## config.mk

```make
export PLATFORM = sky130hd
export DESIGN_NAME = free_node_id_picker
export DESIGN_NICKNAME = d
export VERILOG_FILES = /design/src/design/fnip_pkg.sv /design/src/design/fnip_cell.sv /design/src/design/free_node_id_picker.sv
export SDC_FILE = /design/constraint.sdc
export NUM_CORES = 1
export LEC_CHECK = 0
export BUFFER_PORTS_ARGS = -buffer_cell sky130_fd_sc_hd__buf_4
export CAP_MARGIN = 20
export CORE_MARGIN = 2
export CORE_UTILIZATION = 45
export CTS_CLUSTER_SIZE = 24
export DETAILED_ROUTE_END_ITERATION = 12
export HOLD_SLACK_MARGIN = 0.15
export PLACE_DENSITY = 0.67
export SYNTH_ARGS = -nofsm -noshare
export SYNTH_HDL_FRONTEND = slang
export SYNTH_SLANG_ARGS = --single-unit
```

## constraint.sdc

```tcl
create_clock -name clk -period 4.7 [get_ports clk]
set_clock_uncertainty 0.2 [all_clocks]
set_input_delay 0.94 -clock clk [delete_from_list [all_inputs] [get_ports clk]]
set_output_delay 0.94 -clock clk [all_outputs]
set_load 0.005 [all_outputs]
```

## src/design/fnip_pkg.sv

```systemverilog
// ============================================================================
// fnip_pkg
// Shared types and constants of the free node id picker: id widths, the
// register indexes of the configuration port, the controller states and the
// structs that run between the controller and the bitmap cells.
// ============================================================================
`default_nettype none

package fnip_pkg;

    // Node ids are 7 bits wide; the seen-id bitmap is kept in 32-bit words.
    localparam int ID_W       = 7;
    localparam int WORD_W     = 32;
    localparam int BIT_SEL_W  = 5;
    localparam int WORD_SEL_W = ID_W - BIT_SEL_W;

    // Id reported when no free id is left, and the first usable id.
    localparam logic [ID_W-1:0] ID_NONE_FREE = 7'd126;
    localparam logic [ID_W-1:0] ID_FIRST     = 7'd1;

    // Reset values of the configuration registers.
    localparam logic [ID_W-1:0] START_ID_RST  = 7'd1;
    localparam logic [31:0]     CLEAR_INT_RST = 32'd1000000;

    // Configuration register indexes.
    typedef enum logic [0:0] {
        REG_START_ID  = 1'b0,
        REG_CLEAR_INT = 1'b1
    } cfg_reg_t;

    // Controller states.
    typedef enum logic [1:0] {
        ST_IDLE,
        ST_UPDATE,
        ST_SCAN,
        ST_DONE
    } state_t;

    // Bitmap update command broadcast to every cell.
    typedef struct packed {
        logic            clear;
        logic            mark;
        logic [ID_W-1:0] mark_id;
    } cell_cmd_t;

    // Search bounds broadcast to every cell: the upward pass covers
    // lo_a..MAX_ID, the wrap pass covers 1..hi_b.
    typedef struct packed {
        logic [ID_W-1:0] lo_a;
        logic [ID_W-1:0] hi_b;
    } scan_ctl_t;

    // Running search result handed from cell to cell.
    typedef struct packed {
        logic            found_a;
        logic [ID_W-1:0] id_a;
        logic            found_b;
        logic [ID_W-1:0] id_b;
    } token_t;

endpackage

`default_nettype wire

```

## src/design/fnip_cell.sv

```systemverilog
// ============================================================================
// fnip_cell
// One cell of the seen-id bitmap. It holds one 32-bit word of the map,
// applies clear and mark commands, and each cycle merges its own lowest free
// ids into the search word coming from the previous cell.
// ============================================================================
`default_nettype none

module fnip_cell #(
    parameter int IDX    = 0,
    parameter int MAX_ID = 125
) (
    input  wire logic               clk,
    input  wire logic               rst_n,
    input  wire fnip_pkg::cell_cmd_t cmd,
    input  wire fnip_pkg::scan_ctl_t scan,
    input  wire fnip_pkg::token_t    chain_in,
    output fnip_pkg::token_t         chain_out
);

    // Id held by bit 0 of this word.
    localparam logic [fnip_pkg::ID_W-1:0] BASE_ID =
        fnip_pkg::ID_W'(IDX * fnip_pkg::WORD_W + 1);

    logic [fnip_pkg::WORD_W-1:0]     map_reg;
    logic [fnip_pkg::WORD_W-1:0]     map_next;
    logic [fnip_pkg::ID_W-1:0]       mark_m1;
    fnip_pkg::token_t                local_tok;
    fnip_pkg::token_t                chain_next;
    fnip_pkg::token_t                chain_reg;

    // Clear first, then mark the received id if it falls in this word.
    assign mark_m1 = cmd.mark_id - fnip_pkg::ID_FIRST;

    always_comb
    begin
        map_next = cmd.clear ? '0 : map_reg;
        if (cmd.mark &&
            (mark_m1[fnip_pkg::ID_W-1:fnip_pkg::BIT_SEL_W] ==
             fnip_pkg::WORD_SEL_W'(IDX)))
        begin
            map_next[mark_m1[fnip_pkg::BIT_SEL_W-1:0]] = 1'b1;
        end
    end

    always_ff @(posedge clk or negedge rst_n)
    begin
        if (!rst_n)
        begin
            map_reg <= '0;
        end
        else
        begin
            map_reg <= map_next;
        end
    end

    // Lowest free id of this word inside each search range. Bits beyond
    // MAX_ID never count as free.
    always_comb
    begin
        logic [fnip_pkg::ID_W-1:0] bit_id;
        local_tok = '0;
        bit_id    = '0;
        for (int b = fnip_pkg::WORD_W - 1; b >= 0; b--)
        begin
            if ((IDX * fnip_pkg::WORD_W + b + 1) <= MAX_ID)
            begin
                bit_id = BASE_ID + fnip_pkg::ID_W'(b);
                if (!map_reg[b] && (bit_id >= scan.lo_a))
                begin
                    local_tok.found_a = 1'b1;
                    local_tok.id_a    = bit_id;
                end
                if (!map_reg[b] && (bit_id <= scan.hi_b))
                begin
                    local_tok.found_b = 1'b1;
                    local_tok.id_b    = bit_id;
                end
            end
        end
    end

    // A hit from a lower word always wins over this word.
    always_comb
    begin
        chain_next.found_a = chain_in.found_a | local_tok.found_a;
        chain_next.id_a    = chain_in.found_a ? chain_in.id_a : local_tok.id_a;
        chain_next.found_b = chain_in.found_b | local_tok.found_b;
        chain_next.id_b    = chain_in.found_b ? chain_in.id_b : local_tok.id_b;
    end

    always_ff @(posedge clk)
    begin
        chain_reg <= chain_next;
    end

    assign chain_out = chain_reg;

endmodule

`default_nettype wire

```

## src/design/free_node_id_picker.sv

```systemverilog
// ============================================================================
// free_node_id_picker
// Tracks the node ids seen on the bus and picks the first free one for this
// node, clearing the seen-id map at a programmable interval.
// ============================================================================
// One word in gives one word out. An accepted call is taken in ST_IDLE,
// clears and marks the bitmap in ST_UPDATE, and then in ST_SCAN the search
// word walks down the row of NCELLS = ceil(MAX_ID / 32) bitmap cells, one
// cell per cycle; ST_DONE then loads its result into the output register,
// waiting while that register is full and not being drained. A call without
// a frame skips the walk. A new call is taken only while the controller is
// idle; a finished result waiting in the output register does not stop the
// next call from being accepted. Configuration writes are taken in every
// cycle and must be issued only while the block is idle; a write of
// start_node_id also loads the current id.
`default_nettype none

module free_node_id_picker #(
    parameter int MAX_ID = 125
) (
    input  wire logic        clk,
    input  wire logic        rst_n,
    // Configuration write channel.
    input  wire logic        cfg_valid,
    output logic             cfg_ready,
    input  wire logic [0:0]  cfg_index,
    input  wire logic [31:0] cfg_data,
    // Input stream.
    input  wire logic        s_axis_tvalid,
    output logic             s_axis_tready,
    input  wire logic [39:0] s_axis_tdata,  // [31:0] time_us, [38:32] frame_src_id
    input  wire logic        s_axis_tuser,  // [0] frame_seen
    // Output stream.
    output logic             m_axis_tvalid,
    input  wire logic        m_axis_tready,
    output logic [7:0]       m_axis_tdata,  // [6:0] own_id
    output logic [1:0]       m_axis_tuser   // [0] id_changed, [1] map_cleared
);

    localparam int NCELLS = (MAX_ID + fnip_pkg::WORD_W - 1) / fnip_pkg::WORD_W;
    localparam int CNT_W  = $clog2(NCELLS + 1);
    localparam logic [fnip_pkg::ID_W-1:0] MAX_ID_V = fnip_pkg::ID_W'(MAX_ID);

    fnip_pkg::state_t            state_reg;
    fnip_pkg::state_t            state_next;

    logic [31:0]                 time_reg;
    logic                        frame_reg;
    logic [fnip_pkg::ID_W-1:0]   src_reg;
    logic [fnip_pkg::ID_W-1:0]   before_reg;
    logic [fnip_pkg::ID_W-1:0]   cur_id_reg;
    logic [31:0]                 last_clear_reg;
    logic [31:0]                 clear_int_reg;
    logic                        cleared_reg;
    logic [CNT_W-1:0]            scan_cnt_reg;

    logic                        out_valid_reg;
    logic [fnip_pkg::ID_W-1:0]   out_id_reg;
    logic                        out_chg_reg;
    logic                        out_clr_reg;

    logic                        in_fire;
    logic                        out_free;
    logic                        clear_hit;
    logic                        mark_en;
    logic                        scan_last;
    logic [31:0]                 elapsed;
    logic [fnip_pkg::ID_W-1:0]   picked_id;

    fnip_pkg::cell_cmd_t         cell_cmd;
    fnip_pkg::scan_ctl_t         scan_ctl;
    fnip_pkg::token_t            chain [0:NCELLS];

    assign in_fire   = s_axis_tvalid && s_axis_tready;
    assign out_free  = !out_valid_reg || m_axis_tready;
    assign cfg_ready = 1'b1;

    // Clear check: wrapping time since the last clear against the interval.
    assign elapsed   = time_reg - last_clear_reg;
    assign clear_hit = (elapsed >= clear_int_reg);

    // Only ids 1..MAX_ID of a received frame are recorded.
    assign mark_en = frame_reg && (src_reg != '0) && (src_reg <= MAX_ID_V);

    assign scan_last = (scan_cnt_reg == CNT_W'(NCELLS));

    // Search bounds from the current id.
    always_comb
    begin
        scan_ctl.lo_a = (cur_id_reg == '0) ? fnip_pkg::ID_FIRST : cur_id_reg;
        scan_ctl.hi_b = (cur_id_reg > MAX_ID_V) ? MAX_ID_V : cur_id_reg;
    end

    // Result of the search leaving the last cell.
    always_comb
    begin
        if (chain[NCELLS].found_a)
        begin
            picked_id = chain[NCELLS].id_a;
        end
        else if (chain[NCELLS].found_b)
        begin
            picked_id = chain[NCELLS].id_b;
        end
        else
        begin
            picked_id = fnip_pkg::ID_NONE_FREE;
        end
    end

    // Row of bitmap cells; the search word enters empty at cell 0.
    assign chain[0] = '0;

    for (genvar k = 0; k < NCELLS; k++)
    begin : g_cell
        fnip_cell #(
            .IDX    (k),
            .MAX_ID (MAX_ID)
        ) u_cell (
            .clk       (clk),
            .rst_n     (rst_n),
            .cmd       (cell_cmd),
            .scan      (scan_ctl),
            .chain_in  (chain[k]),
            .chain_out (chain[k+1])
        );
    end

    // Next state.
    always_comb
    begin
        state_next = state_reg;
        unique case (state_reg)
            fnip_pkg::ST_IDLE:
            begin
                if (in_fire)
                begin
                    state_next = fnip_pkg::ST_UPDATE;
                end
            end
            fnip_pkg::ST_UPDATE:
            begin
                state_next = frame_reg ? fnip_pkg::ST_SCAN : fnip_pkg::ST_DONE;
            end
            fnip_pkg::ST_SCAN:
            begin
                if (scan_last)
                begin
                    state_next = fnip_pkg::ST_DONE;
                end
            end
            fnip_pkg::ST_DONE:
            begin
                if (out_free)
                begin
                    state_next = fnip_pkg::ST_IDLE;
                end
            end
            default:
            begin
                state_next = fnip_pkg::ST_IDLE;
            end
        endcase
    end

    // State outputs.
    always_comb
    begin
        s_axis_tready    = 1'b0;
        cell_cmd.clear   = 1'b0;
        cell_cmd.mark    = 1'b0;
        cell_cmd.mark_id = src_reg;
        unique case (state_reg)
            fnip_pkg::ST_IDLE:
            begin
                s_axis_tready = 1'b1;
            end
            fnip_pkg::ST_UPDATE:
            begin
                cell_cmd.clear = clear_hit;
                cell_cmd.mark  = mark_en;
            end
            default:
            begin
                s_axis_tready = 1'b0;
            end
        endcase
    end

    always_ff @(posedge clk or negedge rst_n)
    begin
        if (!rst_n)
        begin
            state_reg <= fnip_pkg::ST_IDLE;
        end
        else
        begin
            state_reg <= state_next;
        end
    end

    // Captured input word.
    always_ff @(posedge clk)
    begin
        if (in_fire)
        begin
            time_reg  <= s_axis_tdata[31:0];
            src_reg   <= s_axis_tdata[38:32];
            frame_reg <= s_axis_tuser;
        end
    end

    // Node state, configuration registers and the search counter.
    always_ff @(posedge clk or negedge rst_n)
    begin
        if (!rst_n)
        begin
            cur_id_reg     <= fnip_pkg::START_ID_RST;
            before_reg     <= fnip_pkg::START_ID_RST;
            last_clear_reg <= '0;
            clear_int_reg  <= fnip_pkg::CLEAR_INT_RST;
            cleared_reg    <= 1'b0;
            scan_cnt_reg   <= '0;
        end
        else
        begin
            if (cfg_valid && cfg_ready)
            begin
                unique case (cfg_index)
                    fnip_pkg::REG_START_ID:
                    begin
                        cur_id_reg <= cfg_data[fnip_pkg::ID_W-1:0];
                    end
                    fnip_pkg::REG_CLEAR_INT:
                    begin
                        clear_int_reg <= cfg_data;
                    end
                    default:
                    begin
                        clear_int_reg <= clear_int_reg;
                    end
                endcase
            end

            if (in_fire)
            begin
                before_reg <= cur_id_reg;
            end

            if (state_reg == fnip_pkg::ST_UPDATE)
            begin
                cleared_reg  <= clear_hit;
                scan_cnt_reg <= '0;
                if (clear_hit)
                begin
                    last_clear_reg <= time_reg;
                    if (cur_id_reg == fnip_pkg::ID_NONE_FREE)
                    begin
                        cur_id_reg <= fnip_pkg::ID_FIRST;
                    end
                end
            end

            if (state_reg == fnip_pkg::ST_SCAN)
            begin
                scan_cnt_reg <= scan_cnt_reg + 1'b1;
                if (scan_last)
                begin
                    cur_id_reg <= picked_id;
                end
            end
        end
    end

    // Output register; it is loaded in ST_DONE when it is empty or being drained.
    always_ff @(posedge clk or negedge rst_n)
    begin
        if (!rst_n)
        begin
            out_valid_reg <= 1'b0;
        end
        else if (state_reg == fnip_pkg::ST_DONE && out_free)
        begin
            out_valid_reg <= 1'b1;
        end
        else if (m_axis_tready)
        begin
            out_valid_reg <= 1'b0;
        end
    end

    always_ff @(posedge clk)
    begin
        if (state_reg == fnip_pkg::ST_DONE && out_free)
        begin
            out_id_reg  <= cur_id_reg;
            out_chg_reg <= (cur_id_reg != before_reg);
            out_clr_reg <= cleared_reg;
        end
    end

    assign m_axis_tvalid = out_valid_reg;
    assign m_axis_tdata  = {1'b0, out_id_reg};
    assign m_axis_tuser  = {out_clr_reg, out_chg_reg};

endmodule

`default_nettype wire
```

==> impl_metrics.ini, run 1 <==
[clock_tree]
holdBufCountCts = 0
root_buffer = clkbuf_16
cts_tree = yes
clockBufferDepth = 3
cts_buffers = 38
clk_pin_slew_worst_paths_ns = 0.06
h-tree-depth = 2
worstSkewPairLatency_ns = 0.59
cts.sinks = 321

[route]
via_per_inst = 6.45
wl_per_cell_um = 25.6
post-route-drc-count = 0
wl_mm = 79.4
drt-initial-drc-count = 2657
drtPass1Iterations = 8
ant_nets = 0
vias = 20000

[yosys]
synth_edf_count = 49
synthesis.nets = 2496
synth.cell_area_mm2 = 0.0205
ys.warnings.count = 0
synth-main-ff-cell = dfrtp_1
ys_seq_area_share_pct = 38.8
syn_inst = 2347
avgSynthCellArea_um2 = 8.76
ys_seq_elements = 321
async_flop_share_pct = 65.4
synth_cell_types = 121

[timing]
worst_slack_ns = -0.271
min_period_ns = 4.97
tightest_slew_ns = 1.20
maxSlewHeadroom_pct = 19.3
max_freq_mhz = 201
hold_viol = 0
rsz0062_at_grt = true
drv_slew = 0
setup_violations = 165
post-route-period-util_pct = 106

[placement]
place_congestion = 1.03
pre_cts_slack_ns = -0.461
io_buffers = 88
postPlaceCellArea_mm2 = 0.0221
dpl.hpwl_mm = 57.9
place_inst = 3005

[finish]
largest_register_ffs = 125
multi_input_area_mm2 = 0.0117
final-seq-area_mm2 = 0.00799
fin_cells = 3105
fin_area_mm2 = 0.0243
fillers = 4162
diodes = 0
nets = 2624
area_delta_synth_final_pct = 18.1
drive_above_1_share_pct = 19.8

[worst_hold_path]
hp-class = input pin to async pin

[die]
row_count = 78
start_util_pct = 45.5
dieArea_mm2 = 0.0474
core_area_mm2 = 0.0452
die_w_um = 218
die_h_um = 218
io_pins = 92

[status]
status = finished, violations left
violations = negative setup slack

[grt]
grtUsageTotal_pct = 32.2
grt_pass1_wl_mm = 115
grt_max_degree = 112
grt_pass1_vias = 18700
overflow = 0
antenna_found_initial = 0

[power]
ir_worst_vdd_mv = 0.458
total_power_mw = 14.5
p_per_area_mw_per_mm2 = 598
leakage_nw = 10.3

[setup_path]
crit_top_cell = a21o_1
r2r_slack_ns = -0.27
crit_path_top_delay_cell = a41o_4
worst_setup_path_start_kind = flop
worstPathRequired_ns = 4.96
critPathKind = flop to flop
worstPathArrival_ns = 5.23
cp-end-kind = flop
crit_chain = inv_2 > ha_4 > inv_2 > fa_2 > a211o_1 > a21o_1 > o21ai_2 > a21o_1 > nand2_2 > a311o_1 > a21oi_2 > xnor2_1 > ha_1 > a21o_1 > a21o_1 > a211oi_2 > o21ai_1 > o211ai_1 > a41o_4 > buf_12 > buf_6 > mux2_4
rr_worst_depth = 22
cpPeakStageDelay_ns = 0.42
path_max_fanout = 7

[flow_run]
cap_violations = 0
-- area by class of cell --
| cell class | instances | area share (%) |
|---|---|---|
| Inverter | 135 | 2.09 |
| Timing Repair Buffer | 218 | 8.38 |
| Sequential cell | 321 | 32.9 |
| Clock inverter | 16 | 0.953 |
| Tap cell | 600 | 3.09 |
| Multi-Input combinational cell | 1761 | 48.2 |
| Clock buffer | 54 | 4.41 |
-- synthesized netlist by cell type, drive strengths merged, types with 7 or more instances --
cell type	count	share of area, %
o22ai	39	1.2
and3	20	0.61
a2111oi	10	0.52
xor2	10	0.43
buf	89	2.7
o21bai	9	0.33
a21oi	220	5.5
xnor2	21	0.90
nor3	51	1.4
o32ai	14	0.60
dfstp	9	1.2
a21o	57	2.1
dfrtp	201	24
dfxtp	62	6.0
nand3	36	0.90
nor3b	7	0.33
a21boi	8	0.29
nand2b	28	0.85
a41oi	7	0.33
a22o	90	3.8
o211ai	15	0.55
o41ai	7	0.50
nor4	14	0.62
nor2	197	3.7
o31ai	19	0.72
and2	18	0.57
inv	134	2.4
nand4	13	0.40
a211oi	35	1.3
a31oi	27	0.82
mux2	67	3.7
clkbuf	41	0.75
a22oi	15	0.55
or3	16	0.51
o21ai	228	5.6
or2	17	0.52
o21a	22	0.80
nand2	204	3.7
nand3b	11	0.42
edfxtp	49	7.2
ha	69	4.2
a221oi	8	0.37
nor2b	33	1.0
-- per-layer routing --
| layer | GRT usage [%] | vias up | wire length [um] |
|---|---|---|---|
| li1 | - | 8912 | - |
| met1 | 44.5 | 9804 | 33500 |
| met2 | 48.8 | 1077 | 34300 |
| met3 | 7.00 | 221 | 7750 |
| met4 | 13.4 | 0 | 3870 |
| met5 | 0 | - | 0 |
-- path summary, 6_finish.rpt --
check / start / to
min in group clk: g_cell[1].u_cell.chain_out[4]$_DFF_P_ / g_cell[2].u_cell.chain_out[4]$_DFF_P_
max in group asynchronous: rst_n / g_cell[2].u_cell.map_reg[21]$_DFF_PN0_
worst max register to register: time_reg[0]$_DFFE_PP_ / last_clear_reg[2]$_DFFE_PN0P_
worst max-delay path: time_reg[0]$_DFFE_PP_ / last_clear_reg[2]$_DFFE_PN0P_
worst min-delay path: rst_n / last_clear_reg[18]$_DFFE_PN0P_
worst min register to register: g_cell[1].u_cell.chain_out[4]$_DFF_P_ / g_cell[2].u_cell.chain_out[4]$_DFF_P_
-- cells in the final DEF (no fill, tap or decap), types with 38 or more instances in the layout --
cell / n
o21ai_0: 145
dfxtp_1: 62
inv_1: 130
nor2_1: 189
dfrtp_1: 195
edfxtp_1: 49
o22ai_1: 38
mux2_2: 48
a21o_1: 56
nor3_1: 43
a22o_1: 90
clkbuf_16: 48
buf_4: 184
nand2_1: 180
o21ai_1: 69
ha_1: 67
a21oi_1: 210
-- kinds of logic (layout without fill, tap and decap cells) --
family | after synthesis | after routing | synth area share (%)
AO/OA/AOI/OAI | 891 | 891 | 28.8
AND/OR/NAND/NOR | 694 | 694 | 16.9
flip-flops | 321 | 321 | 38.8
buffers and inverters | 265 | 423 | 5.88
adder cells (fa/ha/maj) | 74 | 74 | 4.49
multiplexers | 69 | 69 | 3.77
XOR/XNOR | 31 | 31 | 1.32
other | 2 | 2 | 0.0365
-- stage by stage --
step | hold slack, ns | util (%) | TNS, ns
floorplan | 0.204 | - | 0
global placement | 0.211 | 49.0 | -41.64
detailed placement | 0.228 | 49.0 | -57.79
CTS | 0.239 | 52.5 | -15.50
global route | 0.271 | 53.7 | -66.21
finish | 0.220 | 53.7 | -31.71
-- critical path, delay by kind of cell, from the launching register on --
kind | cells | cell delay (ns)
compound gates | 12 | 2.72
fa+ha+maj | 3 | 0.68
buf+inv | 4 | 0.42
flops | 1 | 0.37
mux | 1 | 0.29
xor+xnor | 1 | 0.10
simple gates | 1 | 0.08
-- power breakdown --
group	internal (mW)	switching [mW]	leakage (nW)
sequential	3.46	0.624	3.70
combinational	3.28	4.09	5.92
clock	1.83	1.25	0.629
total	8.57	5.96	10.3
-- repair_timing --
action	4_1_cts	5_1_grt
endpoints found under the setup margin	165	165
pin swaps	26	53
setup buffers	12	2
resized for setup	69	87
gates cloned	2	15
Note: power is estimated with default switching activity, not from simulation.
==> run 2: changes to the inputs <==
- RECOVER_POWER: default -> 50
==> run 2 against run 1 <==
Combinational power barely moved. Highest routed layer unchanged. Utilization barely moved. Total power barely moved. Critical path type unchanged. Clock-buffer cell count did not move. First-iteration DRC count rose by 0.49%. Worst hold slack improved by 0.0054 ns. The flow still finishes with violations (negative setup slack). Worst setup slack improved by 0.0085 ns. Die area did not move. Critical path depth did not move.
==> impl_metrics.ini, run 2 (synthesis results as in run 1) <==
[grt]
overflow = 0
grt_max_degree = 112
antenna_found_initial = 0
grtUsageTotal_pct = 32.2
grt_pass1_wl_mm = 115
grt_pass1_vias = 18700

[setup_path]
cp-end-kind = flop
worst_setup_path_start_kind = flop
worstPathArrival_ns = 5.23
worstPathRequired_ns = 4.96
critPathKind = flop to flop
path_max_fanout = 7

[clock_tree]
clk_pin_slew_worst_paths_ns = 0.06
worstSkewPairLatency_ns = 0.59
cts.sinks = 321
holdBufCountCts = 0
clockBufferDepth = 3
h-tree-depth = 2
cts_tree = yes
root_buffer = clkbuf_16
cts_buffers = 38

[route]
vias = 19900
post-route-drc-count = 0
highest_layer = met4
drtPass1Iterations = 8
met2_length_mm = 34.4
ant_nets = 0
wl_per_cell_um = 25.5
wl_met3_mm = 7.82
drt-initial-drc-count = 2670
wl_mm = 79.3
wl_met1_mm = 33.2
via_per_inst = 6.42

[timing]
drv_slew = 0
fin_setup_tns_ns = -30.59
worst_slack_ns = -0.263
hold_viol = 0
max_freq_mhz = 202
rsz0062_at_grt = true
tightest_slew_ns = 1.19
whs_ns = 0.225
post-route-period-util_pct = 106
maxSlewHeadroom_pct = 20.3
setup_violations = 165
min_period_ns = 4.96

[placement]
postPlaceCellArea_mm2 = 0.0221
io_buffers = 88
dpl.hpwl_mm = 57.9
place_congestion = 1.03

[die]
die_h_um = 218
core_area_mm2 = 0.0452
start_util_pct = 45.5
row_count = 78
die_w_um = 218
dieArea_mm2 = 0.0474
io_pins = 92

[finish]
final_common_cell = a21oi_1
nets = 2624
post-route-util_pct = 53.7
drive_above_1_share_pct = 19.7
final_cell_mix = a21oi_1, dfrtp_1, nor2_1, nand2_1, o21ai_0
largest_register_ffs = 125
area_delta_synth_final_pct = 18.1
fin_area_mm2 = 0.0243

[status]
violations = negative setup slack
status = finished, violations left

[power]
p_per_area_mw_per_mm2 = 598
total_power_mw = 14.5
leakage_nw = 10.2
ir_worst_vdd_mv = 0.458

[flow_run]
cap_violations = 0

[worst_hold_path]
hp-class = input pin to async pin
[run 2: cell types whose count changed in the layout (fill, tap and decap cells not counted)]
| cell | before | now |
|---|---|---|
| buf_4 | 184 | 144 |
| diode_2 | 0 | 1 |
| clkbuf_4 | 1 | 39 |
| clkbuf_1 | 10 | 12 |
[run 2: area by class of cell]
type	count	area, um2
Tap cell	600	751
Sequential cell	321	7990
Inverter	135	507
Antenna cell	1	2.50
Multi-Input combinational cell	1761	11700
Clock buffer	54	1070
Clock inverter	16	231
Timing Repair Buffer	218	2030
Fill cell	4162	20900
[run 2: metal layers]
metal | track usage [%] | vias up
met1 | 44.5 | 9774
met2 | 48.8 | 1029
li1 | - | 8910
met3 | 7.00 | 223
met5 | 0 | -
met4 | 13.4 | 0
[run 2: repair_timing]
action,CTS,global route
setup buffers,12,2
gates resized for setup,69,87
setup endpoints to repair,165,165
pin swaps,26,53
cloned,2,15
[run 2: worst paths after layout]
kind                                                            start                                      to  slack [ns]  depth (start not counted)
min in group clk                g_cell[1].u_cell.chain_out[4]$_DFF_P_   g_cell[2].u_cell.chain_out[4]$_DFF_P_        0.23                          2
worst min register to register  g_cell[1].u_cell.chain_out[4]$_DFF_P_   g_cell[2].u_cell.chain_out[4]$_DFF_P_        0.22                          2
worst min-delay path                                            rst_n          last_clear_reg[18]$_DFFE_PN0P_        0.22                          1
worst max-delay path                            time_reg[0]$_DFFE_PP_           last_clear_reg[2]$_DFFE_PN0P_       -0.26                         22
worst max register to register                  time_reg[0]$_DFFE_PP_           last_clear_reg[2]$_DFFE_PN0P_       -0.26                         22
max in group asynchronous                                       rst_n  g_cell[2].u_cell.map_reg[25]$_DFF_PN0_        2.87                          2
[run 2: metrics by stage]
step | setup slack, ns | std cells
floorplan | 0.00767 | 2347
global placement | -0.338 | 3004
detailed placement | -0.461 | 3005
CTS | -0.187 | 3089
global route | -0.453 | 3105
finish | -0.263 | 3106
[run 2: critical path: stages, from the launching register on]
cell and delay (ns):
edfxtp_1 0.37, inv_2 0.09, ha_4 0.13, inv_2 0.04, fa_2 0.36, a211o_1 0.32
a21o_1 0.20, o21ai_2 0.18, a21o_1 0.24, nand2_2 0.08, a311o_1 0.37, a21oi_2 0.17
xnor2_1 0.10, ha_1 0.19, a21o_1 0.18, a21o_1 0.19, a211oi_2 0.22, o21ai_1 0.10
o211ai_1 0.12, a41o_4 0.42, buf_12 0.18, buf_6 0.11, mux2_4 0.29
[run 2: report_power, final]
part           internal, mW  leakage [nW]  switching, mW  total (mW)
combinational          3.28          5.91           4.09        7.37
sequential             3.46          3.70          0.622        4.08
clock                  1.83         0.629           1.25        3.08
total                  8.57          10.2           5.96        14.5
